$ cat src/sv/mer_pkg.sv
`timescale 1ns / 1ps
// Shared types and constants of the midpoint ellipse rasterizer.
// Depends on nothing; used by every module of the block.
package mer_pkg;

    localparam int RADIUS_BITS_DEF = 11;
    localparam int RADIUS_REG_W    = 11;
    localparam int CENTER_W        = 12;
    localparam int COORD_W         = 14;
    localparam int CFG_ADDR_W      = 2;
    localparam int CFG_DATA_W      = 12;
    localparam int S_DATA_W        = 8;
    localparam int M_DATA_W        = 4 * COORD_W;

    localparam logic [CFG_ADDR_W-1:0] REG_RADIUS_X = 2'd0;
    localparam logic [CFG_ADDR_W-1:0] REG_RADIUS_Y = 2'd1;
    localparam logic [CFG_ADDR_W-1:0] REG_CENTER_X = 2'd2;
    localparam logic [CFG_ADDR_W-1:0] REG_CENTER_Y = 2'd3;

    typedef struct packed {
        logic                      valid_res;
        logic signed [COORD_W-1:0] x_plus;
        logic signed [COORD_W-1:0] x_minus;
        logic signed [COORD_W-1:0] y_plus;
        logic signed [COORD_W-1:0] y_minus;
        logic                      last;
    } res_t;

    typedef struct packed {
        logic accept;
        logic restart;
        logic out_free;
    } seq_ctrl_t;

    typedef struct packed {
        logic ready;
        logic load;
    } seq_stat_t;

endpackage

$ cat src/sv/mer_mult.sv
`timescale 1ns / 1ps
// Shared multiplier of the rasterizer: one product per cycle, registered.
// Depends on mer_pkg for width defaults.
module mer_mult #(
    parameter int OP_W   = 2 * mer_pkg::RADIUS_BITS_DEF + 4,
    parameter int PROD_W = 4 * mer_pkg::RADIUS_BITS_DEF + 4
) (
    input  logic              aclk,
    input  logic [OP_W-1:0]   op_a,
    input  logic [OP_W-1:0]   op_b,
    output logic [PROD_W-1:0] prod
);
    import mer_pkg::*;

    logic [2*OP_W-1:0] full;
    logic [PROD_W-1:0] prod_reg;
    logic [PROD_W-1:0] prod_next;

    assign full      = op_a * op_b;
    assign prod_next = full[PROD_W-1:0];
    assign prod      = prod_reg;

    always_ff @(posedge aclk) begin
        prod_reg <= prod_next;
    end

endmodule

$ cat src/sv/mer_seq.sv
`timescale 1ns / 1ps
// Walk sequencer of the rasterizer: point state, decision variable and the
// step sequence around the shared multiplier. Depends on mer_pkg, mer_mult.
module mer_seq #(
    parameter int RADIUS_BITS = mer_pkg::RADIUS_BITS_DEF
) (
    input  logic                              aclk,
    input  logic                              aresetn,
    input  mer_pkg::seq_ctrl_t                ctrl,
    input  logic [mer_pkg::RADIUS_REG_W-1:0]  radius_x,
    input  logic [mer_pkg::RADIUS_REG_W-1:0]  radius_y,
    input  logic [mer_pkg::CENTER_W-1:0]      center_x,
    input  logic [mer_pkg::CENTER_W-1:0]      center_y,
    output mer_pkg::seq_stat_t                stat,
    output mer_pkg::res_t                     res
);
    import mer_pkg::*;

    localparam int RB   = RADIUS_BITS;
    localparam int SQ_W = 2 * RB;
    localparam int PA_W = 3 * RB + 1;
    localparam int DW   = 4 * RB + 4;
    localparam int MW   = 2 * RB + 4;

    localparam logic [3:0] S_IDLE = 4'd0;
    localparam logic [3:0] S_SQX  = 4'd1;
    localparam logic [3:0] S_SQY  = 4'd2;
    localparam logic [3:0] S_INIT = 4'd3;
    localparam logic [3:0] S_OUT  = 4'd4;
    localparam logic [3:0] S_ADV  = 4'd5;
    localparam logic [3:0] S_P1   = 4'd6;
    localparam logic [3:0] S_P2   = 4'd7;
    localparam logic [3:0] S_UPD  = 4'd8;
    localparam logic [3:0] S_T1   = 4'd9;
    localparam logic [3:0] S_T2   = 4'd10;
    localparam logic [3:0] S_T3   = 4'd11;
    localparam logic [3:0] S_T4   = 4'd12;
    localparam logic [3:0] S_T5   = 4'd13;
    localparam logic [3:0] S_T6   = 4'd14;
    localparam logic [3:0] S_EMIT = 4'd15;

    localparam logic [1:0] BR_ONE_X  = 2'd0;
    localparam logic [1:0] BR_ONE_XY = 2'd1;
    localparam logic [1:0] BR_TWO_Y  = 2'd2;
    localparam logic [1:0] BR_TWO_XY = 2'd3;

    logic [3:0]      state_reg, state_next;
    logic            restart_reg, restart_next;
    logic [RB-1:0]   offset_x_reg, offset_x_next;
    logic [RB-1:0]   offset_y_reg, offset_y_next;
    logic [DW-1:0]   decision_reg, decision_next;
    logic            region2_reg, region2_next;
    logic            finished_reg, finished_next;
    logic [SQ_W-1:0] rx2_reg, rx2_next;
    logic [SQ_W-1:0] ry2_reg, ry2_next;
    logic [RB:0]     walk_x_reg, walk_x_next;
    logic [RB-1:0]   walk_y_reg, walk_y_next;
    logic [1:0]      branch_reg, branch_next;
    logic [PA_W-1:0] pa_reg, pa_next;
    logic [MW-1:0]   tmp_reg, tmp_next;
    res_t            res_reg, res_next;

    logic [MW-1:0]   op_a, op_b;
    logic [DW-1:0]   prod;
    logic [PA_W-1:0] pb;

    logic [RB+RADIUS_REG_W-1:0] rx_ext, ry_ext;
    logic [RB-1:0]              rx, ry;
    logic [RB+COORD_W-1:0]      ox_ext, oy_ext;
    logic [COORD_W-1:0]         ox_c, oy_c, cx_c, cy_c;
    logic                       dec_neg, dec_pos, is_last;
    logic [RB:0]                x_inc;
    logic [RB+1:0]              t_val;
    logic [RB-1:0]              ym_abs;
    logic [DW-1:0]              add_term, sub_term, cst_term;

    assign rx_ext = {{RB{1'b0}}, radius_x};
    assign ry_ext = {{RB{1'b0}}, radius_y};
    assign rx     = rx_ext[RB-1:0];
    assign ry     = ry_ext[RB-1:0];
    assign ox_ext = {{COORD_W{1'b0}}, offset_x_reg};
    assign oy_ext = {{COORD_W{1'b0}}, offset_y_reg};
    assign ox_c   = ox_ext[COORD_W-1:0];
    assign oy_c   = oy_ext[COORD_W-1:0];
    assign cx_c   = COORD_W'(center_x);
    assign cy_c   = COORD_W'(center_y);

    assign dec_neg = decision_reg[DW-1];
    assign dec_pos = !dec_neg && (decision_reg != '0);
    assign is_last = (offset_y_reg == '0) && (region2_reg || (offset_x_reg >= rx));
    assign x_inc   = {1'b0, offset_x_reg} + (RB+1)'(1);
    assign t_val   = {walk_x_reg, 1'b1};
    assign ym_abs  = (walk_y_reg == '0) ? RB'(1) : walk_y_reg - RB'(1);
    assign pb      = prod[PA_W-1:0];

    assign add_term = (branch_reg == BR_TWO_Y) ? '0 : (DW'(pa_reg) << 3);
    assign sub_term = (branch_reg == BR_ONE_X) ? '0 : (DW'(pb) << 3);
    assign cst_term = region2_reg ? (DW'(rx2_reg) << 2) : (DW'(ry2_reg) << 2);

    mer_mult #(
        .OP_W   (MW),
        .PROD_W (DW)
    ) u_mult (
        .aclk (aclk),
        .op_a (op_a),
        .op_b (op_b),
        .prod (prod)
    );

    always_comb begin
        op_a = '0;
        op_b = '0;
        unique case (state_reg)
            S_SQX: begin
                op_a = MW'(rx);
                op_b = MW'(rx);
            end
            S_SQY: begin
                op_a = MW'(ry);
                op_b = MW'(ry);
            end
            S_INIT: begin
                op_a = MW'(rx2_reg);
                op_b = MW'(ry);
            end
            S_P1: begin
                op_a = MW'(ry2_reg);
                op_b = MW'(walk_x_reg);
            end
            S_P2: begin
                op_a = MW'(rx2_reg);
                op_b = MW'(walk_y_reg);
            end
            S_T1: begin
                op_a = MW'(t_val);
                op_b = MW'(t_val);
            end
            S_T2: begin
                op_a = MW'(ym_abs);
                op_b = MW'(ym_abs);
            end
            S_T3: begin
                op_a = MW'(ry2_reg);
                op_b = tmp_reg;
            end
            S_T4: begin
                op_a = MW'(rx2_reg);
                op_b = tmp_reg;
            end
            S_T5: begin
                op_a = MW'(rx2_reg);
                op_b = MW'(ry2_reg);
            end
            default: begin
                op_a = '0;
                op_b = '0;
            end
        endcase
    end

    always_comb begin
        state_next    = state_reg;
        restart_next  = restart_reg;
        offset_x_next = offset_x_reg;
        offset_y_next = offset_y_reg;
        decision_next = decision_reg;
        region2_next  = region2_reg;
        finished_next = finished_reg;
        rx2_next      = rx2_reg;
        ry2_next      = ry2_reg;
        walk_x_next   = walk_x_reg;
        walk_y_next   = walk_y_reg;
        branch_next   = branch_reg;
        pa_next       = pa_reg;
        tmp_next      = tmp_reg;
        res_next      = res_reg;
        unique case (state_reg)
            S_IDLE: begin
                if (ctrl.accept) begin
                    restart_next = ctrl.restart;
                    state_next   = S_SQX;
                end
            end
            S_SQX: begin
                state_next = S_SQY;
            end
            S_SQY: begin
                rx2_next   = prod[SQ_W-1:0];
                state_next = S_INIT;
            end
            S_INIT: begin
                ry2_next = prod[SQ_W-1:0];
                if (restart_reg) begin
                    offset_x_next = '0;
                    offset_y_next = ry;
                    finished_next = 1'b0;
                    region2_next  = (rx == '0);
                end
                state_next = S_OUT;
            end
            S_OUT: begin
                if (restart_reg) begin
                    if (rx == '0) begin
                        decision_next = DW'(ry2_reg);
                    end else begin
                        decision_next = (DW'(ry2_reg) << 2) - (prod << 2) + DW'(rx2_reg);
                    end
                end
                if (finished_reg) begin
                    res_next   = '0;
                    state_next = S_EMIT;
                end else begin
                    res_next.valid_res = 1'b1;
                    res_next.x_plus    = cx_c + ox_c;
                    res_next.x_minus   = cx_c - ox_c;
                    res_next.y_plus    = cy_c + oy_c;
                    res_next.y_minus   = cy_c - oy_c;
                    res_next.last      = is_last;
                    if (is_last) begin
                        finished_next = 1'b1;
                        state_next    = S_EMIT;
                    end else begin
                        state_next = S_ADV;
                    end
                end
            end
            S_ADV: begin
                if (!region2_reg) begin
                    if (offset_y_reg == '0) begin
                        offset_x_next = x_inc[RB-1:0];
                        state_next    = S_EMIT;
                    end else begin
                        walk_x_next = x_inc;
                        walk_y_next = dec_neg ? offset_y_reg : offset_y_reg - RB'(1);
                        branch_next = dec_neg ? BR_ONE_X : BR_ONE_XY;
                        state_next  = S_P1;
                    end
                end else begin
                    walk_x_next = dec_pos ? {1'b0, offset_x_reg} : x_inc;
                    walk_y_next = offset_y_reg - RB'(1);
                    branch_next = dec_pos ? BR_TWO_Y : BR_TWO_XY;
                    state_next  = S_P1;
                end
            end
            S_P1: begin
                state_next = S_P2;
            end
            S_P2: begin
                pa_next    = prod[PA_W-1:0];
                state_next = S_UPD;
            end
            S_UPD: begin
                decision_next = decision_reg + add_term - sub_term + cst_term;
                offset_x_next = walk_x_reg[RB-1:0];
                offset_y_next = walk_y_reg;
                if (!region2_reg && (pa_reg > pb)) begin
                    region2_next = 1'b1;
                    state_next   = S_T1;
                end else begin
                    state_next = S_EMIT;
                end
            end
            S_T1: begin
                state_next = S_T2;
            end
            S_T2: begin
                tmp_next   = prod[MW-1:0];
                state_next = S_T3;
            end
            S_T3: begin
                tmp_next   = prod[MW-1:0];
                state_next = S_T4;
            end
            S_T4: begin
                decision_next = prod;
                state_next    = S_T5;
            end
            S_T5: begin
                decision_next = decision_reg + (prod << 2);
                state_next    = S_T6;
            end
            S_T6: begin
                decision_next = decision_reg - (prod << 2);
                state_next    = S_EMIT;
            end
            S_EMIT: begin
                if (ctrl.out_free) begin
                    state_next = S_IDLE;
                end
            end
            default: begin
                state_next = S_IDLE;
            end
        endcase
    end

    always_ff @(posedge aclk) begin
        if (!aresetn) begin
            state_reg    <= S_IDLE;
            restart_reg  <= 1'b0;
            offset_x_reg <= '0;
            offset_y_reg <= '0;
            decision_reg <= '0;
            region2_reg  <= 1'b0;
            finished_reg <= 1'b1;
        end else begin
            state_reg    <= state_next;
            restart_reg  <= restart_next;
            offset_x_reg <= offset_x_next;
            offset_y_reg <= offset_y_next;
            decision_reg <= decision_next;
            region2_reg  <= region2_next;
            finished_reg <= finished_next;
        end
    end

    always_ff @(posedge aclk) begin
        rx2_reg    <= rx2_next;
        ry2_reg    <= ry2_next;
        walk_x_reg <= walk_x_next;
        walk_y_reg <= walk_y_next;
        branch_reg <= branch_next;
        pa_reg     <= pa_next;
        tmp_reg    <= tmp_next;
        res_reg    <= res_next;
    end

    assign stat.ready = (state_reg == S_IDLE);
    assign stat.load  = (state_reg == S_EMIT) && ctrl.out_free;
    assign res        = res_reg;

endmodule

$ cat src/sv/midpoint_ellipse_rasterizer.sv
`timescale 1ns / 1ps
// Midpoint ellipse rasterizer: configuration registers, request handshake and
// output register around the walk sequencer. Depends on mer_pkg, mer_seq.
//
// Usage:
//   Write radius_x, radius_y, center_x, center_y over the cfg port (index 0..3)
//   while the block is idle; cfg_ready is high whenever reset is released.
//   Each request on s_* (s_tdata[0] = restart) yields exactly one result on m_*:
//   four mirrored coordinates of the current point in m_tdata, the plot flag
//   in m_tuser and the final-point flag in m_tlast. A restart request begins a
//   new ellipse at (0, radius_y); later requests advance one step each.
//   After the final point every request returns m_tuser = 0 and zero data.
//   The work per request differs for an idle or final point, an axis step, a
//   normal step and the step that enters the second region, which computes
//   the new decision variable. Each request runs its products through the
//   one shared multiplier, which squares the radii again for every request.
//   s_tready is low while a request is in work and during reset. A stalled
//   receiver holds the result in the output register; the next request is
//   taken meanwhile and its result waits until the register frees.
//   Reset clears the configuration registers to zero and leaves nothing to draw.
module midpoint_ellipse_rasterizer #(
    parameter int RADIUS_BITS = mer_pkg::RADIUS_BITS_DEF
) (
    input  logic                              aclk,
    input  logic                              aresetn,
    input  logic                              s_tvalid,
    output logic                              s_tready,
    input  logic [mer_pkg::S_DATA_W-1:0]      s_tdata,   // [0] restart
    output logic                              m_tvalid,
    input  logic                              m_tready,
    output logic [mer_pkg::M_DATA_W-1:0]      m_tdata,   // x_plus, x_minus, y_plus, y_minus
    output logic                              m_tuser,   // valid_res
    output logic                              m_tlast,
    input  logic                              cfg_valid,
    output logic                              cfg_ready,
    input  logic [mer_pkg::CFG_ADDR_W-1:0]    cfg_index,
    input  logic [mer_pkg::CFG_DATA_W-1:0]    cfg_data
);
    import mer_pkg::*;

    logic [RADIUS_REG_W-1:0] radius_x_reg, radius_y_reg;
    logic [CENTER_W-1:0]     center_x_reg, center_y_reg;
    logic                    m_tvalid_reg, m_tvalid_next;
    res_t                    out_reg;
    res_t                    seq_res;
    seq_ctrl_t               ctrl;
    seq_stat_t               stat;

    assign cfg_ready = aresetn;

    always_ff @(posedge aclk) begin
        if (!aresetn) begin
            radius_x_reg <= '0;
            radius_y_reg <= '0;
            center_x_reg <= '0;
            center_y_reg <= '0;
        end else if (cfg_valid && cfg_ready) begin
            unique case (cfg_index)
                REG_RADIUS_X: radius_x_reg <= cfg_data[RADIUS_REG_W-1:0];
                REG_RADIUS_Y: radius_y_reg <= cfg_data[RADIUS_REG_W-1:0];
                REG_CENTER_X: center_x_reg <= cfg_data[CENTER_W-1:0];
                REG_CENTER_Y: center_y_reg <= cfg_data[CENTER_W-1:0];
                default: begin
                end
            endcase
        end
    end

    assign ctrl.accept   = s_tvalid && s_tready;
    assign ctrl.restart  = s_tdata[0];
    assign ctrl.out_free = !m_tvalid_reg || m_tready;
    assign s_tready      = stat.ready && aresetn;

    mer_seq #(
        .RADIUS_BITS (RADIUS_BITS)
    ) u_seq (
        .aclk     (aclk),
        .aresetn  (aresetn),
        .ctrl     (ctrl),
        .radius_x (radius_x_reg),
        .radius_y (radius_y_reg),
        .center_x (center_x_reg),
        .center_y (center_y_reg),
        .stat     (stat),
        .res      (seq_res)
    );

    always_comb begin
        m_tvalid_next = m_tvalid_reg;
        if (stat.load) begin
            m_tvalid_next = 1'b1;
        end else if (m_tready) begin
            m_tvalid_next = 1'b0;
        end
    end

    always_ff @(posedge aclk) begin
        if (!aresetn) begin
            m_tvalid_reg <= 1'b0;
        end else begin
            m_tvalid_reg <= m_tvalid_next;
        end
    end

    always_ff @(posedge aclk) begin
        if (stat.load) begin
            out_reg <= seq_res;
        end
    end

    assign m_tvalid = m_tvalid_reg;
    assign m_tdata  = {out_reg.y_minus, out_reg.y_plus, out_reg.x_minus, out_reg.x_plus};
    assign m_tuser  = out_reg.valid_res;
    assign m_tlast  = out_reg.last;

endmodule
$ cat config.mk
export PLATFORM = sky130hd
export DESIGN_NAME = midpoint_ellipse_rasterizer
export DESIGN_NICKNAME = d
export VERILOG_FILES = /design/src/sv/mer_pkg.sv /design/src/sv/mer_mult.sv /design/src/sv/mer_seq.sv /design/src/sv/midpoint_ellipse_rasterizer.sv
export SDC_FILE = /design/constraint.sdc
export NUM_CORES = 2
export LEC_CHECK = 0
export BUFFER_PORTS_ARGS = -buffer_cell sky130_fd_sc_hd__buf_2
export CAP_MARGIN = 15
export CELL_PAD_IN_SITES_DETAIL_PLACEMENT = 1
export CELL_PAD_IN_SITES_GLOBAL_PLACEMENT = 1
export CORE_UTILIZATION = 37
export DETAILED_ROUTE_END_ITERATION = 8
export PLACE_DENSITY = 0.75
export SETUP_SLACK_MARGIN = 0.2
export SYNTH_ARGS = -nofsm -noshare
export SYNTH_HDL_FRONTEND = slang
export SYNTH_SLANG_ARGS = --single-unit
$ cat constraint.sdc
create_clock -name aclk -period 10.55 [get_ports aclk]
set_input_delay 1.055 -clock aclk [delete_from_list [all_inputs] [get_ports aclk]]
set_output_delay 1.055 -clock aclk [all_outputs]
set_load 0.01 [all_outputs]
### Yosys cells after proc, flatten, opt, wreduce, memory -nomap -nowiden

Index checks and enable logic that the tools add are counted.
Widths: inputs -> output; s select.

| storage, ports and cells | value |
|---|---|
| word-level logic and storage cells | 160 |
| register bits | 417 |

| operators by class | value |
|---|---|
| multipliers | 1 |
| multiplexer cells | 43 |
| order comparisons | 2 |
| reductions and logical operators | 41 |
| equal/unequal tests | 27 |
| $add $sub $neg | 14 |

Operators by type and width:

| cell | number |
|---|---|
| $pmux 48 s5 | 1 |
| $pmux 26 s8 | 1 |
| $add 48x48->48 | 3 |
| $pmux 22 s6 | 1 |
| $mux 48 | 2 |
| $sub 48x48->48 | 2 |
| $mux 11 | 8 |
| $mux 37 | 2 |
| $pmux 4 s16 | 1 |
| $mux 58 | 1 |
| $add 48x22->48 | 1 |
| $mul 22x26->48 | 1 |
| $reduce_bool 48->1 | 1 |
| $sub 24x48->48 | 1 |
| $mux 12 | 3 |
| $gt 34x34->1 | 1 |
| $logic_not 11->1 | 3 |
| $pmux 11 s3 | 1 |
| $eq 4x4->1 const B | 8 |
| $add 12x11->13 | 2 |
| $sub 12x11->13 | 2 |
| $mux 24 | 1 |
| $mux 4 | 6 |
| $pmux 11 s2 | 1 |
| other kinds (27) | 74 |

### Logic depth before layout (Yosys ltp)

| logic depth | value |
|---|---|
| depth in word-level cells | 6 |
| mapped depth | 35 |
| gate-level depth less buffers | 32 |

### By module

A second synthesis with hierarchy kept.

| unflattened totals | value |
|---|---|
| cell total of the unflattened synthesis | 5669 |
| area total of the unflattened synthesis | 51333.0 um2 |

By module, submodules not included:

| module | times used | area an instance (um2) | cells an instance | sequential area each (um2) |
|---|---|---|---|---|
| mer_seq | 1 | 25360.6 | 2955 | 6976.7 |
| mer_mult | 1 | 22486.6 | 2484 | 960.9 |
| midpoint_ellipse_rasterizer | 1 | 3485.8 | 230 | 2682.6 |

### Worst setup path after synthesis

OpenSTA, ideal clock, no wires.

| timing path | value |
|---|---|
| path kind | reg2reg |
| from | reg u_seq.state_reg[2] |
| to | reg u_seq.u_mult.prod_reg[36] (netlist: u_seq.u_mult.prod[36]) |
| data required time | 10435 ps |
| path buffers | 4 |
| path slack | 1731 ps |
| period minus slack after synthesis | 8819 ps |
| stages on the path, launching flop included | 32 |
| data arrival time | 8704 ps |
| cells stage by stage | dfxtp_1 buf_2 clkbuf_1 nand3_1 nor2_1 clkbuf_1 a22oi_1 nand4b_1 clkbuf_1 nand2_1 fa_1 inv_1 fa_1 inv_1 fa_1 inv_1 fa_1 inv_1 fa_1 inv_1 fa_1 fa_1 ha_1 o21ai_0 nand2b_1 a31o_2 a31oi_1 o211ai_1 a31oi_1 o21ai_1 or3b_1 and3_1 |

| on the way | value |
|---|---|
| word-level cells in the longest chain between the ends | 4 |

Ends and longest elaborated chain:

| element | line | RTL |
|---|---|---|
| start, declared | mer_seq.sv:47 | `logic [3:0] state_reg, state_next;` |
| start signal, assigned | mer_seq.sv:307 | `state_reg <= state_next;` |
| $eq 4x3->1, or another cell as far along | mer_seq.sv:113 | `unique case (state_reg)` |
| $reduce_or 4->1 (no line) or $reduce_or 2->1 (tied branches) | -- |  |
| $pmux 22 s6 or $pmux 26 s8 (tied branches) | mer_seq.sv:113 |  |
| $mul 22x26->48 * | mer_mult.sv:19 | `assign full = op_a * op_b;` |
| named net u_seq.u_mult.full[36] | mer_mult.sv:15 | `logic [2*OP_W-1:0] full;` |
| end signal, assigned | mer_mult.sv:24 | `prod_reg <= prod_next;` |
| end, declared | mer_mult.sv:16 | `logic [PROD_W-1:0] prod_reg;` |

The timed path passes the listed nets; every way through them passes the cells marked *.
A chain may end at the register's enable or synchronous reset.

### Final worst setup path

| timing path | value |
|---|---|
| from | reg u_seq.state_reg[0] |
| to | reg u_seq.u_mult.prod_reg[47] (netlist: u_seq.u_mult.prod[47]) |

Same word-level chain as after synthesis.

==> impl_metrics.yaml <==
global_route:
  grt-busiest-layer: "met2"
  grtUsageMet3_pct: 2.91
  grt_util_all_layers_pct: 25.6
  grt_max_degree: 56
  grt_pass1_wl_mm: 259
  grt_pass1_vias: 43300
  grt_use_met1_pct: 36.3
  antenna_found_initial: 0
  met2_usage_pct: 40.7
  grt_overflow: 0
layout:
  nNetsFinal: 6406
  syn_to_final_growth_pct: 8.37
  largest_reg_flops: 52
  stdcell_area_um2: 51700
  diodes: 0
  drive_gt1_share_pct: 6.51
yosys:
  syn-cell-area_um2: 47700
  synthTopCellsByArea: "fa_1, edfxtp_1, ha_1, dfxtp_1, inv_1"
  synthDistinctLibCells: 100
  synth.largest_area_cell: "fa_1"
  syn_avg_cell_area_um2: 8.79
  yosysWarnings: 0
  synth_top_area_share_pct: 23.4
  seq_area_frac_synth_pct: 21.9
  synth-async-reset-ratio_pct: 0
  synth_edf_count: 233
  syn_inst: 5425
  ys_ff_latch: 405
  yosys_most_used_dff: "edfxtp_1"
place:
  place_congestion: 0.931
  hpwl_mm: 133
  place_area_um2: 50100
  placement.io_buffers: 78
sta:
  max_slew.worst_pin.slew_ns: 1.15
  hold_viol: 0
  drv_slew: 0
  fmax_mhz: 101
  tns_ns: 0
  slew_headroom_pct: 23.1
  fin_crit_sh_pct: 93.5
  setup_viol: 0
  period_needed_ns: 9.86
  rsz0062_at_grt: "false"
  clock_skew_ns: 0.0425
detailed_routing:
  wire_per_inst_um: 23.6
  route.detailed.drc: 0
  routed_via_density: 5.72
  vias: 40700
  antenna_left: 0
  first_pass_iters: 7
  first_iter_violations: 3877
  routed_wl_mm: 168
critical_path:
  reg2reg_slack_ns: 0.69
  cp.arrival_ns: 10.40
  start_kind: "register"
  slowest_delay_ns: 0.83
  worstRegToRegCells: 28
  required_ns: 11.09
  worstSetupPathType: "reg2reg"
  cpMaxStageDelayCell: "and2_1"
  crit_top_cell: "fa_1"
  worst-path-max-fanout: 14
  setup.worst_path.end_class: "register"
die:
  io_pins: 88
  fp.dieH_um: 361
  design.core.area_um2: 128000
  dieWidth_um: 361
  start_util_pct: 37.4
  die_area_um2: 130000
  rows: 131
clocking:
  cts.htree.levels: 2
  clockRootBuffer: "clkbuf_16"
  clock-sinks: 405
  insertion_delay_ns: 0.62
  hold_buffers: 0
  cts_tree: "done"
  cts_buffers: 46
  clock_path_buffers: 3
  clk_pin_slew_ns: 0.07
run:
  cap_violations: 0
hold_path:
  min_path_cells: 0
  hold_path.class: "reg2reg"
pwr:
  vdd_drop_max_mv: 0.133
  sw_frac_of_total_pct: 48.6
  p_per_area_nw_per_um2: 179
  clockPowerShare_pct: 17.9
  comb_power_share_pct: 61.4
  power.internal_w: 0.00474
  seqPwrFrac_pct: 20.7
  p_leak_nw: 22.8
  power.switching_w: 0.00449
outcome:
  status: "completed"
[path summary, 6_finish.rpt]
check / from / end
hold reg to reg: u_seq.res[50]$_SDFFCE_PP0P_ / m_tdata[7]$_DFFE_PP_
setup / recovery: u_seq.state_reg[0]$_SDFFE_PN0P_ / u_seq.u_mult.prod[47]$_DFF_P_
setup reg to reg: u_seq.state_reg[0]$_SDFFE_PN0P_ / u_seq.u_mult.prod[47]$_DFF_P_
hold / removal: u_seq.res[50]$_SDFFCE_PP0P_ / m_tdata[7]$_DFFE_PP_
[metal layers]
metal  wire length, µm  share of wire, %  vias to the layer above
li1                  -                 -                    18100
met1             76200                45                    20900
met2             75600                45                     1483
met3             11500               6.8                      257
met4              4920               2.9                        0
met5                 0                 0                        -
[what timing repair did]
| item | 4_1_cts | 5_1_grt |
|---|---|---|
| buffers inserted | 0 | 0 |
| endpoints found under the setup margin | 0 | 2 |
| resized for setup | 0 | 1 |
[final cells by class]
class                   count  area [µm²]
fillers                 14900       76000
multi-input cells        3991       33400
flip-flops and latches    405       10400
inverters                 775        2910
well taps                1662        2080
repair buffers            200        1310
clock buffers              55        1210
clock inverters            30         314
[worst max-delay path, delay by kind of cell (launching register included)]
| family | cells | cell delay [ns] |
|---|---|---|
| AOI/OAI and AO/OA | 9 | 2.32 |
| xor gates and xnor gates | 1 | 0.13 |
| adders and majority gates | 8 | 3.98 |
| buffers and inverters | 4 | 0.60 |
| DFF | 1 | 0.68 |
| and+or+nand+nor | 6 | 2.03 |
[stage by stage]
step                      power [W]  std cells  util, %  setup slack, ns  hold slack (ns)
after floorplan             0.00588       5426        -             1.73            0.400
after global placement      0.00736       7032     39.3            0.982            0.403
after detailed placement    0.00746       7032     39.3            0.886            0.405
after CTS                   0.00916       7117     40.5            0.818            0.413
after global routing        0.00979       7118     40.5            0.357            0.427
final                       0.00923       7118     40.5            0.691            0.413
[power by group through the flow]
stage / combinational [W] / sequential (W) / clock, W
6_report: 0.00567 / 0.00191 / 0.00165
5_1_grt: 0.00614 / 0.00192 / 0.00173
4_1_cts: 0.00557 / 0.00191 / 0.00168
3_5_place_dp: 0.00552 / 0.00194 / 0
3_3_place_gp: 0.00543 / 0.00193 / 0
2_1_floorplan: 0.00400 / 0.00188 / 0
[kinds of logic after synthesis]
group	synth area share, %
simple gates	15.3
mux	0.260
fa+ha+maj	34.0
compound gates	15.6
flops	21.9
buf+inv	8.25
other cells	0.00786
xor+xnor	4.68
[placed cells by master, fill, tap and decap left out, types with 56 or more instances in the layout]
cell type,n
and2_1,65
xor2_1,69
nor3_1,71
o21ai_0,234
ha_1,402
buf_4,121
inv_1,768
nand3_1,61
a21o_1,123
nor2_1,427
xnor2_1,184
a22oi_1,70
a21oi_1,283
nand2_1,738
a31oi_1,56
edfxtp_1,233
buf_2,78
dfxtp_1,171
fa_1,558
[synthesized netlist by cell type (all sizes together), types with 66 or more instances]
| library cell | instances |
|---|---|
| nor3 | 75 |
| inv | 772 |
| fa | 558 |
| ha | 402 |
| xnor2 | 185 |
| a22oi | 70 |
| a21oi | 284 |
| nor2 | 434 |
| and2 | 66 |
| a21o | 123 |
| nand2 | 738 |
| edfxtp | 233 |
| xor2 | 69 |
| o21ai | 247 |
| clkbuf | 228 |
| dfxtp | 172 |
Note: power is estimated with default switching activity, not from simulation.
